### src/sv/bvp_pkg.sv
// Package for the MSB-first bit vector packer.
// Holds the sizes, operation and error codes, sequencer states and the
// structs passed between the store, the merge unit and the top level.
package bvp_pkg;

   localparam int CAP_BYTES = 4096;
   localparam int ADDR_W    = $clog2(CAP_BYTES);
   localparam int CAP_BITS  = CAP_BYTES * 8;
   localparam int FILL_W    = 16;
   localparam int BYTES_W   = 13;

   localparam logic [5:0] MAX_APPEND_BITS = 6'd32;

   localparam logic [2:0] OP_CLEAR       = 3'd0;
   localparam logic [2:0] OP_APPEND_BIT  = 3'd1;
   localparam logic [2:0] OP_APPEND_BITS = 3'd2;
   localparam logic [2:0] OP_READ_BIT    = 3'd3;
   localparam logic [2:0] OP_XOR_BYTE    = 3'd4;
   localparam logic [2:0] OP_READ_BYTE   = 3'd5;

   localparam logic [2:0] ERR_NONE      = 3'd0;
   localparam logic [2:0] ERR_INDEX     = 3'd1;
   localparam logic [2:0] ERR_BIT_VALUE = 3'd2;
   localparam logic [2:0] ERR_BIT_COUNT = 3'd3;
   localparam logic [2:0] ERR_LENGTH    = 3'd4;
   localparam logic [2:0] ERR_OVERFLOW  = 3'd5;

   typedef enum logic [2:0] {
      ST_IDLE,
      ST_APPEND,
      ST_READ_BIT,
      ST_READ_BYTE,
      ST_XOR,
      ST_FINISH
   } state_type;

   typedef struct packed {
      logic              wr_en;
      logic [ADDR_W-1:0] wr_addr;
      logic [7:0]        wr_data;
      logic              rd_en;
      logic [ADDR_W-1:0] rd_addr;
   } mem_req_type;

   typedef struct packed {
      logic [2:0]  off;
      logic [5:0]  rem;
      logic [31:0] data;
      logic [7:0]  tail;
   } merge_in_type;

   typedef struct packed {
      logic [7:0]  wr_byte;
      logic [3:0]  take;
      logic [31:0] data;
   } merge_out_type;

endpackage

### src/sv/bvp_merge.sv
// Shared merge unit: places up to one byte's worth of left-aligned bits
// into the byte at the current fill offset. Depends on bvp_pkg.
module bvp_merge (
   input  bvp_pkg::merge_in_type  merge_in,
   output bvp_pkg::merge_out_type merge_out
);
   import bvp_pkg::*;

   logic [3:0] room;
   logic [3:0] take;
   logic [7:0] base;

   always_comb begin
      room = 4'd8 - {1'b0, merge_in.off};
      if (merge_in.rem < {2'b00, room}) begin
         take = merge_in.rem[3:0];
      end else begin
         take = room;
      end
      base = (merge_in.off == 3'd0) ? 8'd0 : merge_in.tail;
      merge_out.wr_byte = base | (merge_in.data[31:24] >> merge_in.off);
      merge_out.take    = take;
      merge_out.data    = merge_in.data << take;
   end

endmodule

### config.mk
export PLATFORM = sky130hd
export DESIGN_NAME = bvp_merge
export DESIGN_NICKNAME = d
export VERILOG_FILES = /design/src/sv/bvp_pkg.sv /design/src/sv/bvp_merge.sv
export SDC_FILE = /design/constraint.sdc
export NUM_CORES = 1
export LEC_CHECK = 0
export ABC_AREA = 1
export BUFFER_PORTS_ARGS = -buffer_cell sky130_fd_sc_hd__buf_2
export CAP_MARGIN = 10
export CORE_ASPECT_RATIO = 2
export CORE_UTILIZATION = 30
export DETAILED_ROUTE_END_ITERATION = 8
export PLACE_DENSITY_LB_ADDON = 0.1
export SYNTH_ARGS = -nofsm -noshare
export SYNTH_HDL_FRONTEND = slang
export SYNTH_SLANG_ARGS = --single-unit
### constraint.sdc
create_clock -name vclk -period 3.3
set_clock_uncertainty 0.05 [all_clocks]
set_input_delay 0.33 -clock vclk [all_inputs]
set_output_delay 0.33 -clock vclk [all_outputs]
set_load 0.01 [all_outputs]
==> flow_summary_export.csv <==
group,metric,value,unit
die,die-area,0.00730,mm2
drt,routedWlPerCell,14.4,um
power_and_ir_drop,p_leak,1.55,nW
die,die_w,60.9,um
timing,post-route-min-period,3.13,ns
synthesis,synth_cells,436,
worst_setup_path,cp_data_required_time,2.92,ns
cells_and_area,design.seq.count,0,
timing,relSlewSlack,73.6,%
synthesis,post-synth-top-count-cell,"nand3_1",
worst_setup_path,path_common_cell,"nand2_1",
timing,slew_violations,0,
timing,setup_viol,0,
synthesis,synth_nets,489,
die,core,0.00667,mm2
worst_setup_path,cp-start-kind,"input port",
global_routing,grt_pass1_vias,3017,
global_routing,grt_remaining_overflow,0,
min_path,hold_end,"merge_out[40]",
cells_and_area,fin_nets,572,
cells_and_area,synthToLayoutAreaGrowth,27.5,%
flow_run,maxCapViolCount,0,
global_routing,grt_pass1_wl,13700,um
worst_setup_path,cpPeakStageDelay,0.34,ns
synthesis,syn-cell-area,0.00208,mm2
synthesis,synth_top_area_share,46.2,%
drt,routed_wirelength,8700,um
place,dp_hpwl,7050,um
worst_setup_path,cp_data_arrival_time,2.75,ns
cells_and_area,drive_gt1_share,24.4,%
cells_and_area,antenna_cells,0,
timing,max_freq,319,MHz
synthesis,avgSynthCellArea,4.78,um2
drt,vias,3265,
timing,finalCritPeriodShare,94.9,%
drt,drt_first_pass_iters,7,
power_and_ir_drop,p_per_area,273,mW/mm2
drt,viasPerCell,5.40,
die,std_cell_rows,42,
drt,drtIter0Drc,249,
synthesis,synth_common_cells,"nand3_1, nand2_1, inv_1, buf_2, o21ai_0",
min_path,hold_class,"in2out",
min_path,holdCritStartpoint,"merge_in[4]",
worst_setup_path,cp_slowest_cell,"ha_1",
synthesis,yosysWarningCount,0,
place,gp_congestion,0.927,
place,postPlaceCellArea,0.00264,mm2
synthesis,netlist-cell-type-count,21,
timing,rsz0062_at_grt,"yes",
cells_and_area,design_area,0.00266,mm2
timing,tightest_slew,0.396,ns
worst_setup_path,cp_cell_sequence,"buf_2 -> clkinv_1 -> ha_1 -> inv_1 -> ha_1 -> nand2_1 -> nand2_1 -> nand2_2 -> nand2_4 -> nand2_2 -> nand2_4 -> inv_2 -> buf_4 -> nand3_1 -> nand3_1 -> nand3_2 -> nand2_1 -> buf_2",
min_path,hold_depth,4,
worst_setup_path,cp_max_fo,13,
outcome,status,"finished, final reports clean",
synthesis,synth_area_leaders,"nand3_1, nand2_1, inv_1",
power_and_ir_drop,ir_worst_vdd,98.6,uV
die,initial_utilization,31.2,%
cells_and_area,nClkBuffers,0,
clock_tree,cts_hold_buf,0,
drt,postRouteAntennaNets,0,
worst_setup_path,end_kind,"output port",
die,io_pins,93,
drt,drc,0,
global_routing,grt_max_degree,35,
synthesis,synth_area_leader_cell,"nand3_1",
worst_setup_path,worstSetupPathType,"in2out",
cells_and_area,final_util,39.8,%
cells_and_area,final-seq-area,0,um2
global_routing,grt_use_total,24.2,%
die,die_h,120,um
global_routing,antenna_found_initial,0,
place,port_buffers,93,
synthesis,ys_seq_area_share,0,%
timing,hold_viol_final,0,
-- critical path, delay by kind of cell --
kind,cells,cell delay (ns)
adders and majority gates,2,0.60
and+or+nand+nor,10,1.12
buffers and inverters,6,0.68
-- routing by layer --
layer  GRT usage, %  vias to the layer above  wire [um]
li1               -                     1642          -
met1           25.3                     1437       3100
met2           44.8                      151       4570
met3           1.19                       35        379
met4           13.5                        0        643
met5              0                        -          0
-- worst max path at each step --
stage                 startpoint            end  slack, ns  depth (start not counted)
detailed placement  merge_in[47]  merge_out[23]       0.04                         18
finish              merge_in[47]  merge_out[23]       0.17                         18
global route        merge_in[47]  merge_out[23]      -0.03                         18
floorplan           merge_in[47]   merge_out[0]       0.51                         13
CTS                 merge_in[47]  merge_out[23]       0.04                         18
global placement    merge_in[47]  merge_out[23]       0.03                         18
-- where the power goes --
group	leakage [nW]	switching (mW)	internal, mW	total (mW)
clock network	0	0	0	0
logic	1.55	0.461	0.264	0.725
registers	0	0	0	0
-- placed cells by master, fill, tap and decap left out, drive strengths merged --
| cell | count |
|---|---|
| a21oi | 2 |
| a221o | 1 |
| buf | 109 |
| clkinv | 2 |
| ha | 4 |
| inv | 43 |
| nand2 | 126 |
| nand3 | 193 |
| nor2 | 11 |
| nor3 | 3 |
| o211ai | 4 |
| o21ai | 18 |
| o221ai | 1 |
-- cell families after synthesis --
logic type	synth area share, %
fa+ha+maj	2.40
buf+inv	15.6
simple gates	74.0
compound gates	8.05
-- what timing repair did --
action                                  CTS  global route
setup buffers                             0             0
endpoints found under the setup margin    0            22
gates resized for setup                   0             5
-- layout make-up --
| cell class | instances | area, um2 |
|---|---|---|
| Timing Repair Buffer | 109 | 602 |
| Tap cell | 88 | 110 |
| Multi-Input combinational cell | 363 | 1770 |
| Fill cell | 828 | 4020 |
| Inverter | 45 | 171 |
-- per-stage QoR --
step	hold WS (ns)	setup WS, ns	total power, mW	std cells	setup TNS [ns]
2_1_floorplan	0.740	0.512	0.472	436	0
3_3_place_gp	0.898	0.0323	0.722	605	0
3_5_place_dp	0.899	0.0442	0.719	605	0
4_1_cts	0.906	0.0409	0.721	605	0
5_1_grt	0.930	-0.0299	0.807	605	-0.0299
6_report	0.904	0.169	0.725	605	0
(Power assumes the default switching activity.)
